`config.mk`:
```
export PLATFORM = sky130hd
export DESIGN_NAME = ctrl_frame_receiver_crc16_core
export DESIGN_NICKNAME = d
export VERILOG_FILES = /design/src/sv/cfrc16_pkg.sv /design/src/sv/cfrc16_cfg_regs.sv /design/src/sv/cfrc16_engine.sv /design/src/sv/cfrc16_res_queue.sv /design/src/sv/ctrl_frame_receiver_crc16_core.sv
export VERILOG_INCLUDE_DIRS = /design/src /design/src/sv
export SDC_FILE = /design/constraint.sdc
export NUM_CORES = 1
export LEC_CHECK = 0
export ABC_AREA = 1
export BUFFER_PORTS_ARGS = -buffer_cell sky130_fd_sc_hd__buf_2
export CORE_ASPECT_RATIO = 0.6
export CORE_UTILIZATION = 56
export CTS_CLUSTER_DIAMETER = 100
export CTS_CLUSTER_SIZE = 14
export DETAILED_ROUTE_END_ITERATION = 7
export GPL_TIMING_DRIVEN = 1
export PLACE_DENSITY_LB_ADDON = 0.08
export SLEW_MARGIN = 20
export SYNTH_ARGS = -nofsm -noshare
export SYNTH_HDL_FRONTEND = slang
export SYNTH_SLANG_ARGS = --single-unit
```
`constraint.sdc`:
```
create_clock -name clk -period 4.7 [get_ports clk]
set_input_delay 0.47 -clock clk [delete_from_list [all_inputs] [get_ports clk]]
set_output_delay 0.47 -clock clk [all_outputs]
set_load 0.01 [all_outputs]
```
`src/sv/ctrl_frame_receiver_crc16_core_macros.svh`:
```
// ----------------------------------------------------------------------------
// Assertion macros for the control-frame receiver
// Clocked on clk and disabled while rst is high.
// ----------------------------------------------------------------------------
`ifndef CTRL_FRAME_RECEIVER_CRC16_CORE_MACROS_SVH
`define CTRL_FRAME_RECEIVER_CRC16_CORE_MACROS_SVH

// same-cycle implication
`define CFRC16_ASSERT_IMP(lbl, ante, cons, msg) \
  lbl: assert property (@(posedge clk) disable iff (rst) (ante) |-> (cons)) \
    else $error(msg);

// next-cycle implication
`define CFRC16_ASSERT_NXT(lbl, ante, cons, msg) \
  lbl: assert property (@(posedge clk) disable iff (rst) (ante) |=> (cons)) \
    else $error(msg);

`endif

```
`src/sv/cfrc16_pkg.sv`:
```
// ----------------------------------------------------------------------------
// cfrc16_pkg
// Shared types, codes and the CRC-16 byte update for the frame receiver.
// ----------------------------------------------------------------------------
`timescale 1ns / 1ps

package cfrc16_pkg;

  localparam int CFG_INDEX_W = 3;
  localparam int CFG_DATA_W  = 16;

  // register indexes
  localparam logic [CFG_INDEX_W-1:0] CFG_START_ONE  = 3'd0;
  localparam logic [CFG_INDEX_W-1:0] CFG_START_TWO  = 3'd1;
  localparam logic [CFG_INDEX_W-1:0] CFG_VERSION    = 3'd2;
  localparam logic [CFG_INDEX_W-1:0] CFG_GAP_TMO    = 3'd3;
  localparam logic [CFG_INDEX_W-1:0] CFG_HUNT_TMO   = 3'd4;

  localparam logic [15:0] GAP_TMO_RESET  = 16'd20;
  localparam logic [15:0] HUNT_TMO_RESET = 16'd500;

  // event codes
  localparam logic [2:0] EV_PAYLOAD  = 3'd0;
  localparam logic [2:0] EV_GOOD     = 3'd1;
  localparam logic [2:0] EV_CRC_BAD  = 3'd2;
  localparam logic [2:0] EV_GAP_TMO  = 3'd3;
  localparam logic [2:0] EV_TOO_LONG = 3'd4;
  localparam logic [2:0] EV_HUNT_TMO = 3'd5;

  localparam logic       KIND_BYTE = 1'b0;
  localparam logic       KIND_TICK = 1'b1;

  localparam logic [15:0] MAX_PAYLOAD = 16'd256;
  localparam logic [15:0] CRC_POLY    = 16'h1021;

  typedef struct packed {
    logic       kind;
    logic [7:0] data_byte;
  } item_t;

  typedef struct packed {
    logic [2:0]  event_res;
    logic [7:0]  data;
    logic [7:0]  message_type;
    logic [7:0]  sequence_res;
    logic [15:0] length;
  } result_t;

  typedef struct packed {
    logic [7:0]  start_byte_one;
    logic [7:0]  start_byte_two;
    logic [7:0]  protocol_version;
    logic [15:0] inter_byte_timeout;
    logic [15:0] hunt_timeout;
  } cfg_t;

  // CRC-16, MSB first, one byte
  function automatic logic [15:0] crc_byte(input logic [15:0] crc, input logic [7:0] b);
    logic [15:0] c;
    c = crc ^ {b, 8'h00};
    for (int i = 0; i < 8; i++) begin
      c = c[15] ? ({c[14:0], 1'b0} ^ CRC_POLY) : {c[14:0], 1'b0};
    end
    return c;
  endfunction

endpackage

```
`src/sv/cfrc16_cfg_regs.sv`:
```
// ----------------------------------------------------------------------------
// cfrc16_cfg_regs
// Configuration register bank, write only.
// ----------------------------------------------------------------------------
`timescale 1ns / 1ps

module cfrc16_cfg_regs
  import cfrc16_pkg::*;
(
  input  logic                   clk,
  input  logic                   rst,
  input  logic                   cfg_we,
  input  logic [CFG_INDEX_W-1:0] cfg_index,
  input  logic [CFG_DATA_W-1:0]  cfg_data,
  output cfg_t                   cfg
);

  always_ff @(posedge clk) begin
    if (rst) begin
      cfg.start_byte_one     <= 8'd0;
      cfg.start_byte_two     <= 8'd0;
      cfg.protocol_version   <= 8'd0;
      cfg.inter_byte_timeout <= GAP_TMO_RESET;
      cfg.hunt_timeout       <= HUNT_TMO_RESET;
    end else if (cfg_we) begin
      case (cfg_index)
        CFG_START_ONE: cfg.start_byte_one     <= cfg_data[7:0];
        CFG_START_TWO: cfg.start_byte_two     <= cfg_data[7:0];
        CFG_VERSION:   cfg.protocol_version   <= cfg_data[7:0];
        CFG_GAP_TMO:   cfg.inter_byte_timeout <= cfg_data;
        CFG_HUNT_TMO:  cfg.hunt_timeout       <= cfg_data;
        default: ;
      endcase
    end
  end

endmodule

```
`src/sv/cfrc16_engine.sv`:
```
// ----------------------------------------------------------------------------
// cfrc16_engine
// Input register, frame parser state and per-beat result decode.
// ----------------------------------------------------------------------------
`timescale 1ns / 1ps
`include "ctrl_frame_receiver_crc16_core_macros.svh"

module cfrc16_engine
  import cfrc16_pkg::*;
(
  input  logic    clk,
  input  logic    rst,
  input  cfg_t    cfg,
  input  logic    item_valid,
  output logic    item_stall,
  input  item_t   item_beat,
  input  logic    queue_full,
  output logic    res_push,
  output result_t res_beat
);

  typedef enum logic [2:0] {
    PH_HUNT1   = 3'd0,
    PH_HUNT2   = 3'd1,
    PH_HEADER  = 3'd2,
    PH_PAYLOAD = 3'd3,
    PH_CRC_LO  = 3'd4,
    PH_CRC_HI  = 3'd5,
    PH_DROP    = 3'd6
  } phase_t;

  logic   s1_valid;
  item_t  s1_beat;
  logic   s1_go;

  phase_t      phase, phase_next;
  logic [2:0]  header_index, header_index_next;
  logic [7:0]  type_reg, type_reg_next;
  logic [7:0]  seq_reg, seq_reg_next;
  logic [15:0] length_reg, length_reg_next;
  logic [15:0] byte_count, byte_count_next;
  logic [15:0] crc_accum, crc_accum_next;
  logic [7:0]  crc_low_byte, crc_low_byte_next;
  logic [15:0] gap_ticks, gap_ticks_next;
  logic [15:0] hunt_ticks, hunt_ticks_next;

  logic [16:0] hunt_inc, gap_inc;
  logic [7:0]  b;
  logic [15:0] crc_upd;

  // held item only blocks a new one when the queue cannot take its result
  assign item_stall = s1_valid && queue_full;
  assign s1_go      = s1_valid && !queue_full;

  always_ff @(posedge clk) begin
    if (rst) begin
      s1_valid <= 1'b0;
    end else if (!item_stall) begin
      s1_valid <= item_valid;
    end
    if (item_valid && !item_stall) begin
      s1_beat <= item_beat;
    end
  end

  assign b        = s1_beat.data_byte;
  assign hunt_inc = {1'b0, hunt_ticks} + 17'd1;
  assign gap_inc  = {1'b0, gap_ticks} + 17'd1;
  assign crc_upd  = crc_byte(crc_accum, b);

  always_comb begin
    phase_next        = phase;
    header_index_next = header_index;
    type_reg_next     = type_reg;
    seq_reg_next      = seq_reg;
    length_reg_next   = length_reg;
    byte_count_next   = byte_count;
    crc_accum_next    = crc_accum;
    crc_low_byte_next = crc_low_byte;
    gap_ticks_next    = gap_ticks;
    hunt_ticks_next   = hunt_ticks;
    res_push          = 1'b0;
    res_beat          = '0;

    if (s1_go) begin
      if (s1_beat.kind == KIND_TICK) begin
        if (phase == PH_HUNT1) begin
          if (hunt_inc >= {1'b0, cfg.hunt_timeout}) begin
            hunt_ticks_next    = 16'd0;
            res_push           = 1'b1;
            res_beat.event_res = EV_HUNT_TMO;
          end else begin
            hunt_ticks_next = hunt_inc[15:0];
          end
        end else begin
          if (gap_inc >= {1'b0, cfg.inter_byte_timeout}) begin
            phase_next         = PH_HUNT1;
            gap_ticks_next     = 16'd0;
            hunt_ticks_next    = 16'd0;
            res_push           = 1'b1;
            res_beat.event_res = EV_GAP_TMO;
          end else begin
            gap_ticks_next = gap_inc[15:0];
          end
        end
      end else begin
        gap_ticks_next = 16'd0;
        case (phase)
          PH_HUNT2: begin
            if (b == cfg.start_byte_two) begin
              phase_next        = PH_HEADER;
              header_index_next = 3'd0;
              crc_accum_next    = 16'd0;
            end else begin
              phase_next = PH_HUNT1;
            end
          end
          PH_HEADER, PH_DROP: begin
            crc_accum_next = crc_upd;
            case (header_index)
              3'd0: if (b != cfg.protocol_version) phase_next = PH_DROP;
              3'd1: type_reg_next = b;
              3'd2: seq_reg_next = b;
              3'd3: length_reg_next = {8'd0, b};
              default: length_reg_next = {b, length_reg[7:0]};
            endcase
            if (header_index < 3'd4) begin
              header_index_next = header_index + 3'd1;
            end else begin
              header_index_next = 3'd0;
              if (phase == PH_DROP) begin
                phase_next = PH_HUNT1;
              end else if (length_reg_next > MAX_PAYLOAD) begin
                phase_next            = PH_HUNT1;
                hunt_ticks_next       = 16'd0;
                res_push              = 1'b1;
                res_beat.event_res    = EV_TOO_LONG;
                res_beat.message_type = type_reg;
                res_beat.sequence_res = seq_reg;
                res_beat.length       = length_reg_next;
              end else begin
                byte_count_next = 16'd0;
                phase_next = (length_reg_next == 16'd0) ? PH_CRC_LO : PH_PAYLOAD;
              end
            end
          end
          PH_PAYLOAD: begin
            crc_accum_next  = crc_upd;
            byte_count_next = byte_count + 16'd1;
            if (byte_count_next >= length_reg) phase_next = PH_CRC_LO;
            res_push              = 1'b1;
            res_beat.event_res    = EV_PAYLOAD;
            res_beat.data         = b;
            res_beat.message_type = type_reg;
            res_beat.sequence_res = seq_reg;
            res_beat.length       = length_reg;
          end
          PH_CRC_LO: begin
            crc_low_byte_next = b;
            phase_next        = PH_CRC_HI;
          end
          PH_CRC_HI: begin
            phase_next            = PH_HUNT1;
            hunt_ticks_next       = 16'd0;
            res_push              = 1'b1;
            res_beat.event_res    = ({b, crc_low_byte} == crc_accum) ? EV_GOOD : EV_CRC_BAD;
            res_beat.message_type = type_reg;
            res_beat.sequence_res = seq_reg;
            res_beat.length       = length_reg;
          end
          default: begin
            // hunting the first start byte
            phase_next = (b == cfg.start_byte_one) ? PH_HUNT2 : PH_HUNT1;
          end
        endcase
      end
    end
  end

  always_ff @(posedge clk) begin
    if (rst) begin
      phase        <= PH_HUNT1;
      header_index <= 3'd0;
      type_reg     <= 8'd0;
      seq_reg      <= 8'd0;
      length_reg   <= 16'd0;
      byte_count   <= 16'd0;
      crc_accum    <= 16'd0;
      crc_low_byte <= 8'd0;
      gap_ticks    <= 16'd0;
      hunt_ticks   <= 16'd0;
    end else begin
      phase        <= phase_next;
      header_index <= header_index_next;
      type_reg     <= type_reg_next;
      seq_reg      <= seq_reg_next;
      length_reg   <= length_reg_next;
      byte_count   <= byte_count_next;
      crc_accum    <= crc_accum_next;
      crc_low_byte <= crc_low_byte_next;
      gap_ticks    <= gap_ticks_next;
      hunt_ticks   <= hunt_ticks_next;
    end
  end

  `CFRC16_ASSERT_IMP(a_push_room, res_push, s1_valid && !queue_full, "result pushed into full queue")
  `CFRC16_ASSERT_IMP(a_payload_len, phase == PH_PAYLOAD, (length_reg != 16'd0) && (length_reg <= MAX_PAYLOAD), "payload phase with bad length")
  `CFRC16_ASSERT_IMP(a_data_zero, res_push && (res_beat.event_res != EV_PAYLOAD), res_beat.data == 8'd0, "data set on non-payload event")
  `CFRC16_ASSERT_IMP(a_hdr_index, (phase == PH_HEADER) || (phase == PH_DROP), header_index <= 3'd4, "header index out of range")

endmodule

```
`src/sv/cfrc16_res_queue.sv`:
```
// ----------------------------------------------------------------------------
// cfrc16_res_queue
// Two-deep result queue: output register plus skid register.
// ----------------------------------------------------------------------------
`timescale 1ns / 1ps
`include "ctrl_frame_receiver_crc16_core_macros.svh"

module cfrc16_res_queue
  import cfrc16_pkg::*;
(
  input  logic    clk,
  input  logic    rst,
  input  logic    push,
  input  result_t push_beat,
  output logic    full,
  output logic    result_valid,
  input  logic    result_stall,
  output result_t result_beat
);

  logic    head_valid;
  logic    spare_valid;
  result_t spare_beat;
  logic    pop;

  assign pop          = head_valid && !result_stall;
  assign full         = spare_valid;
  assign result_valid = head_valid;

  always_ff @(posedge clk) begin
    if (rst) begin
      head_valid  <= 1'b0;
      spare_valid <= 1'b0;
    end else begin
      if (pop || !head_valid) begin
        if (spare_valid) begin
          head_valid  <= 1'b1;
          result_beat <= spare_beat;
          spare_valid <= push;
          if (push) spare_beat <= push_beat;
        end else begin
          head_valid <= push;
          if (push) result_beat <= push_beat;
        end
      end else if (push) begin
        spare_valid <= 1'b1;
        spare_beat  <= push_beat;
      end
    end
  end

  `CFRC16_ASSERT_IMP(a_no_overflow, push, !spare_valid, "push while queue full")
  `CFRC16_ASSERT_IMP(a_order, spare_valid, head_valid, "skid holds a beat with empty head")
  `CFRC16_ASSERT_NXT(a_hold, head_valid && result_stall, head_valid && $stable(result_beat), "stalled result lost")

endmodule

```
`src/sv/ctrl_frame_receiver_crc16_core.sv`:
```
// ----------------------------------------------------------------------------
// ctrl_frame_receiver_crc16_core
// Control-frame receiver: start-byte hunt, header parse, CRC-16 verdict.
// ----------------------------------------------------------------------------
// Input channel (item_*): one beat is a received byte (kind 0) or a one
// millisecond tick (kind 1). A beat is taken on a clock edge with item_valid
// high and item_stall low.
// Output channel (result_*): zero or one event beat per input beat - payload
// byte, frame good, CRC mismatch, byte gap timeout, length too long or hunt
// timeout - taken on an edge with result_valid high and result_stall low.
// Config port: cfg_we writes cfg_data into register cfg_index, no read-back;
// write only while no beat is in flight.
// A taken beat waits in the input register; its event is decoded from there
// and pushed into the result queue, which offers it from its output register.
// Throughput: one beat per cycle while item_stall is low; the CRC byte update,
// the parser step and the timeout compares are all combinational between the
// input register and the result queue.
// Stall: the two-deep result queue absorbs a stalled receiver; item_stall
// rises only once the queue is full and a beat waits in the input register.
// Reset (rst, synchronous): parser back to hunting, counters and CRC clear,
// timeouts reload 20 and 500 ticks, start bytes and version clear to zero.
// ----------------------------------------------------------------------------
`timescale 1ns / 1ps

module ctrl_frame_receiver_crc16_core
  import cfrc16_pkg::*;
(
  input  logic                   clk,
  input  logic                   rst,
  // received bytes and ticks
  input  logic                   item_valid,
  output logic                   item_stall,
  input  item_t                  item_beat,
  // events
  output logic                   result_valid,
  input  logic                   result_stall,
  output result_t                result_beat,
  // configuration writes
  input  logic                   cfg_we,
  input  logic [CFG_INDEX_W-1:0] cfg_index,
  input  logic [CFG_DATA_W-1:0]  cfg_data
);

  cfg_t    cfg;
  logic    queue_full;
  logic    res_push;
  result_t res_beat;

  // register bank
  cfrc16_cfg_regs u_cfg (
    .clk       (clk),
    .rst       (rst),
    .cfg_we    (cfg_we),
    .cfg_index (cfg_index),
    .cfg_data  (cfg_data),
    .cfg       (cfg)
  );

  // input register and parser; one result decode per beat
  cfrc16_engine u_engine (
    .clk        (clk),
    .rst        (rst),
    .cfg        (cfg),
    .item_valid (item_valid),
    .item_stall (item_stall),
    .item_beat  (item_beat),
    .queue_full (queue_full),
    .res_push   (res_push),
    .res_beat   (res_beat)
  );

  // output register with skid stage, decouples result_stall from item_stall
  cfrc16_res_queue u_queue (
    .clk          (clk),
    .rst          (rst),
    .push         (res_push),
    .push_beat    (res_beat),
    .full         (queue_full),
    .result_valid (result_valid),
    .result_stall (result_stall),
    .result_beat  (result_beat)
  );

endmodule

```
== Word level (Yosys, flattened, before mapping) ==
Index checks and enable logic that the tools add are counted.

* Reductions and logical operators: 40
* Equal/unequal tests: 31
* Bitwise logic cells: 11
* Order comparisons: 5
* Add/subtract/negate cells: 4
* Muxes and demuxes: 79

{| class="wikitable"
|+ Operator list
! kind !! number
|-
| $mux 16 || 17
|-
| $mux 43 || 6
|-
| $pmux 16 s2 || 4
|-
| $mux 13 || 8
|-
| $mux 32 || 3
|-
| $pmux 32 s2 || 1
|-
| $mux 3 || 18
|-
| $mux 40 || 1
|-
| $add 16x1->17 const B || 2
|-
| $ge 17x16->1 || 2
|-
| $not 3->3 || 8
|-
| $eq 3x2->1 const B || 6
|-
| $reduce_and 6->1 || 3
|-
| $add 16x1->16 const B || 1
|-
| $eq 16x16->1 || 1
|-
| $eq 8x8->1 || 2
|-
| $ge 16x16->1 || 1
|-
| $gt 16x9->1 const B || 1
|-
| $logic_not 16->1 || 1
|-
| $reduce_and 4->1 || 4
|-
| $xor 16x16->16 || 1
|-
| $pmux 3 s5 || 1
|-
| $reduce_and 2->1 || 7
|-
| $mux 1 || 13
|-
| 26 further kinds || 58
|}

* Output and inout bits: 45
* Word-level logic and storage cells: 200
* Register bits after elaboration: 264
* Input bits: 33

== Logic depth before layout (Yosys ltp) ==
* Depth in word-level cells: 18
* Mapped depth: 24
* Gate-level depth less buffers: 23

== Hierarchy ==
Synthesis repeated with hierarchy kept, for this count alone.

* Cell total of the unflattened synthesis: 1,874
* Area, all modules: 14,008.4 um2

{| class="wikitable"
|+ By module, submodules not included
! module !! cells an instance !! instances !! area an instance (um2) !! sequential area each (um2)
|-
| cfrc16_engine || 1,307 || 1 || 8,508.2 || 2,492.4
|-
| cfrc16_res_queue || 240 || 1 || 3,240.6 || 2,622.5
|-
| cfrc16_cfg_regs || 327 || 1 || 2,259.7 || 1,121.1
|}

== Least setup slack after synthesis ==
Ideal clock, no wire load.

* Kind: flip-flop to flip-flop
* Start: register u_engine.gap_ticks[0]
* End: register, netlist name u_queue.result_beat[0]
* Path slack: -0.526 ns
* Buffers on the path: 0
* Arrival: 4.769 ns
* Cell stages (with the launch flop): 21
* Data required time: 4.242 ns
* Library setup time: 0.458 ns
* Clock period less this slack: 5.226 ns
* Cells stage by stage: dfxtp_1 -> inv_1 -> nor3_1 -> nand2_1 -> nor2_1 -> nand3_1 -> nor3_1 -> xor2_1 -> inv_1 -> ha_1 -> nand2_1 -> nor2_1 -> nand3_1 -> o21a_1 -> nand3_1 -> nand2_1 -> nand3_1 -> nand2_1 -> nand2_1 -> nand3_1 -> a21oi_1

* Longest elaborated chain between the ends: 8

{| class="wikitable"
|+ RTL lines
! element !! line !! RTL
|-
| from (decl) || cfrc16_engine.sv:44 || <nowiki>logic [15:0] gap_ticks, gap_ticks_next;</nowiki>
|-
| from (signal assigned) || cfrc16_engine.sv:201 || <nowiki>gap_ticks <= gap_ticks_next;</nowiki>
|-
| $add 16x1->17 || cfrc16_engine.sv:68 || <nowiki>assign gap_inc = {1'b0, gap_ticks} + 17'd1;</nowiki>
|-
| $ge 17x16->1 || cfrc16_engine.sv:96 || <nowiki>if (gap_inc >= {1'b0, cfg.inter_byte_timeout}) begin</nowiki>
|-
| $mux 1 || cfrc16_engine.sv:96 ||
|-
| $mux 1 || cfrc16_engine.sv:87 || <nowiki>if (phase == PH_HUNT1) begin</nowiki>
|-
| $mux 1 || cfrc16_engine.sv:86 || <nowiki>if (s1_beat.kind == KIND_TICK) begin</nowiki>
|-
| $mux 1 || cfrc16_engine.sv:85 || <nowiki>if (s1_go) begin</nowiki>
|-
| $reduce_bool 2->1 (no line) || n/a ||
|-
| $reduce_and 3->1 (no line) || n/a ||
|}

No other way between the ends.
A chain may end at the register's enable or synchronous reset.

== Worst setup path after layout ==
* Start: register u_engine.hunt_ticks[0]
* End: register, netlist name u_queue.result_beat[39]

* Longest elaborated chain between the ends: 8

{| class="wikitable"
|+ RTL lines
! element !! line !! RTL
|-
| from (decl) || cfrc16_engine.sv:45 || <nowiki>logic [15:0] hunt_ticks, hunt_ticks_next;</nowiki>
|-
| from (signal assigned) || cfrc16_engine.sv:202 || <nowiki>hunt_ticks <= hunt_ticks_next;</nowiki>
|-
| $add 16x1->17 || cfrc16_engine.sv:67 || <nowiki>assign hunt_inc = {1'b0, hunt_ticks} + 17'd1;</nowiki>
|-
| $ge 17x16->1 || cfrc16_engine.sv:88 || <nowiki>if (hunt_inc >= {1'b0, cfg.hunt_timeout}) begin</nowiki>
|-
| $mux 1 || cfrc16_engine.sv:88 ||
|-
| $mux 1 || cfrc16_engine.sv:87 ||
|-
| $mux 1 || cfrc16_engine.sv:86 ||
|-
| $mux 1 || cfrc16_engine.sv:85 ||
|-
| $reduce_bool 2->1 (no line) || n/a ||
|-
| $reduce_and 3->1 (no line) || n/a ||
|}

No other way between the ends.

==> impl_metrics.sql <==
INSERT INTO impl_metrics (metric_group, metric, value, unit) VALUES
('run_status', 'outcome', 'complete, no violations', ''),
('timing', 'setup-tns-final', '0', 'ns'),
('setup_path', 'cpMostUsedCell', 'sky130_fd_sc_hd__nand2_1', ''),
('clocking', 'cts_max_level', '1', ''),
('placed_design', 'preCtsSetupSlack', '0.7183', 'ns'),
('placed_design', 'io_buffer_count', '77', ''),
('yosys', 'synth.net_count', '1825', ''),
('final_layout', 'antenna_cells_inserted', '0', ''),
('yosys', 'synth_top_cells_by_count', 'sky130_fd_sc_hd__nand2_1 (330), sky130_fd_sc_hd__inv_1 (239), sky130_fd_sc_hd__nor2_1 (199), sky130_fd_sc_hd__dfxtp_1 (169), sky130_fd_sc_hd__a21oi_1 (141)', ''),
('timing', 'slew_worst_pin', '1.128', 'ns'),
('setup_path', 'setup.worst_path.end_class', 'flop', ''),
('run', 'number_of_maximum_capacitance_constraint_violations', '0', ''),
('floorplan', 'fp.dieW', '202.9', 'um'),
('final_layout', 'top_regs', 'u_cfg.cfg (56), u_queue.result_beat (43), u_queue.spare_beat (43)', ''),
('yosys', 'async_flop_share', '0', '%'),
('setup_path', 'crit_slowest_cell', 'sky130_fd_sc_hd__dfxtp_1', ''),
('global_routing', 'antenna_violations_before_repair', '0', ''),
('clocking', 'worst_skew_pair.late_latency', '0.53', 'ns'),
('drt', 'drt-initial-drc-count', '1153', ''),
('setup_path', 'ordered_list_of_cells_on_the_worst_path', 'ha_1 -> nand2_1 -> inv_2 -> nand2_1 -> nor2_1 -> nand3_1 -> xor2_1 -> inv_1 -> ha_1 -> nand4_1 -> nor4_1 -> nand2_1 -> nand3_1 -> nand2_1 -> nand2_1 -> nand3_1 -> a21oi_4 -> buf_12', ''),
('yosys', 'post-synth-top-area-fraction', '24.94', '%'),
('drt', 'detail_route.drc_violations', '0', ''),
('final_layout', 'registers.top_by_ff_count', 'u_cfg.cfg', ''),
('yosys', 'post_synth_inst_count', '1737', ''),
('timing', 'final.setup_skew', '0.02810', 'ns'),
('floorplan', 'die_height', '122.6', 'um'),
('power_and_ir_drop', 'design_power_total', '0.004465', 'W'),
('setup_path', 'critical_path.startpoint_type', 'flop', ''),
('power_and_ir_drop', 'power-per-cell-area', '301.2', 'nW/um^2'),
('timing', 'slew_violations', '0', ''),
('timing', 'timing.final.crit_period', '4.063', 'ns'),
('yosys', 'ys_seq_area_share', '45.97', '%'),
('global_routing', 'number_of_global_route_vias_before_repair', '10568', ''),
('timing', 'setup_viol', '0', ''),
('yosys', 'synth.lib_cells_used.distinct', '46', ''),
('clocking', 'tritoncts.num_buffers', '22', ''),
('setup_path', 'worst_path_largest_cell_delay', '0.44', 'ns'),
('timing', 'worst_slack', '0.6371', 'ns'),
('clocking', 'deepest_clock_path_buffer_count', '3', ''),
('yosys', 'synth_top_cells_by_area', 'sky130_fd_sc_hd__dfxtp_1 (25%), sky130_fd_sc_hd__edfxtp_1 (21%), sky130_fd_sc_hd__nand2_1 (9.1%)', ''),
('clocking', 'worst_setup_hold_path_clk_slew', '0.08', 'ns'),
('drt', 'antenna_violating_nets_post_route', '0', ''),
('clocking', 'tritoncts', 'built', ''),
('timing', 'period_share', '86.44', '%'),
('setup_path', 'worst-path-buf-inv', '3', ''),
('final_layout', 'largest_register_ff_count', '56', ''),
('setup_path', 'crit_arrival', '4.25', 'ns'),
('yosys', 'synth-warning-count', '0', ''),
('timing', 'clock.fmax', '246.1', 'MHz'),
('floorplan', 'design.portCount', '78', ''),
('yosys', 'syn_area_per_cell', '7.810', 'sq um'),
('power_and_ir_drop', 'power.ir.vdd_worst', '0.0002644', 'V'),
('drt', 'first_pass_iters', '5', ''),
('power_and_ir_drop', 'leakagePower', '6.566', 'nW'),
('floorplan', 'die_area', '24870', 'sq um'),
('setup_path', 'setup.worst_path.class', 'reg2reg', ''),
('setup_path', 'crit_required', '4.89', 'ns'),
('setup_path', 'timing.critical_path.max_delay_family', 'simple AND/OR/NAND/NOR gates', ''),
('yosys', 'synth_top_cell_by_area', 'sky130_fd_sc_hd__dfxtp_1', ''),
('yosys', 'synth_ff_type', 'sky130_fd_sc_hd__dfxtp_1', ''),
('drt', 'avgRoutedWirePerCell', '16.31', 'um'),
('drt', 'detailroute.via_count', '11553', ''),
('drt', 'drt-vias-per-instance', '5.473', ''),
('final_layout', 'areaGrowthSynthToFinish', '9.269', '%'),
('timing', 'slew_headroom', '24.54', '%'),
('setup_path', 'cp_max_fo', '43', ''),
('clocking', 'ctsRootBufferMaster', 'sky130_fd_sc_hd__clkbuf_16', ''),
('floorplan', 'start_util', '57.84', '%'),
('yosys', 'number_of_flops_mapped_to_enable_cells_by_yosys', '95', ''),
('floorplan', 'core_area', '23460', 'sq um'),
('placed_design', 'detailed_place_hpwl', '25100', 'um');
[final cells by class]
class                           instances  area, sq um
Sequential cell                       264         6236
Clock buffer                           35        630.6
Tap cell                              315        394.1
Inverter                              247        929.6
Timing Repair Buffer                   90        508.0
Fill cell                            2130         8633
Multi-Input combinational cell       1160         6126
[final timing paths]
check,from,end,slack [ns],depth (start not counted)
max reg2reg,u_engine.hunt_ticks[0]$_SDFFE_PP0P_,u_queue.result_beat[39]$_DFFE_PP_,0.64,18
max,u_engine.hunt_ticks[0]$_SDFFE_PP0P_,u_queue.result_beat[39]$_DFFE_PP_,0.64,18
min,item_beat[4],u_engine.b[4]$_DFFE_PP_,0.11,1
min reg2reg,u_cfg.cfg[55]$_SDFFE_PP0P_,u_cfg.cfg[55]$_SDFFE_PP0P_,0.46,2
[cell usage in the layout (no fill, tap or decap), drive strengths merged]
master | synthesis | routed
clkinv | 2 | 2
and2 | 1 | 1
a22oi | 5 | 5
o211a | 1 | 1
nand2 | 337 | 337
o21bai | 6 | 6
nor3 | 27 | 27
buf | 21 | 90
o21ai | 139 | 139
nor2 | 206 | 206
xor2 | 35 | 35
ha | 55 | 55
nand4 | 38 | 38
o211ai | 8 | 8
o22ai | 16 | 16
o21ba | 1 | 1
o21a | 3 | 3
dfxtp | 169 | 169
nor4 | 7 | 7
o41ai | 1 | 1
nand3 | 74 | 74
a21oi | 142 | 142
or2 | 6 | 6
a21o | 8 | 8
edfxtp | 95 | 95
xnor2 | 36 | 36
inv | 245 | 245
clkbuf | 45 | 35
a211oi | 6 | 6
o31ai | 1 | 1
nand3b | 1 | 1
[worst reg2reg max path: cells and delay by family, from the launching register on]
kind / cells / cell delay (ns)
fa+ha+maj: 2 / 0.51
simple gates: 11 / 1.92
compound gates: 1 / 0.22
buf+inv: 3 / 0.42
flops: 1 / 0.44
xor+xnor: 1 / 0.18
[metal layers]
| metal | global-route usage [%] | share of wire (%) | wire [um] | up-vias |
|---|---|---|---|---|
| met2 | 39.79 | 39 | 13490 | 375 |
| met3 | 4.806 | 7.3 | 2528 | 43 |
| met4 | 5.451 | 1.6 | 566 | 0 |
| met5 | 0 | 0 | 0 | - |
| li1 | - | - | - | 5772 |
| met1 | 44.86 | 52 | 17830 | 5363 |
[power breakdown]
| part | switching, W | leakage [nW] | total (W) | internal [W] |
|---|---|---|---|---|
| Sequential | 0.0000353 | 2.27 | 0.00243 | 0.00239 |
| Combinational | 0.000210 | 3.99 | 0.000307 | 0.0000972 |
| Clock | 0.000819 | 0.304 | 0.00173 | 0.000913 |
| Total | 0.00106 | 6.57 | 0.00446 | 0.00340 |
[cell families (layout without fill, tap and decap cells)]
kind of cell    Yosys count  count (layout)  synth area share (%)
compound gates          337             337                 13.53
buf+inv                 313             372                 9.020
flops                   264             264                 45.97
simple gates            697             697                 21.83
xor+xnor                 71              71                 4.584
fa+ha+maj                55              55                 5.072
[through the flow]
stage	hold WS, ns	utilization [%]	area [sq um]
3_3_place_gp	0.4507	60.51	14190
2_1_floorplan	0.4353	-	13570
5_1_grt	0.1070	63.20	14820
6_report	0.1116	63.20	14820
3_5_place_dp	0.4559	60.51	14190
4_1_cts	0.1038	63.20	14820
(Power assumes the default switching activity.)
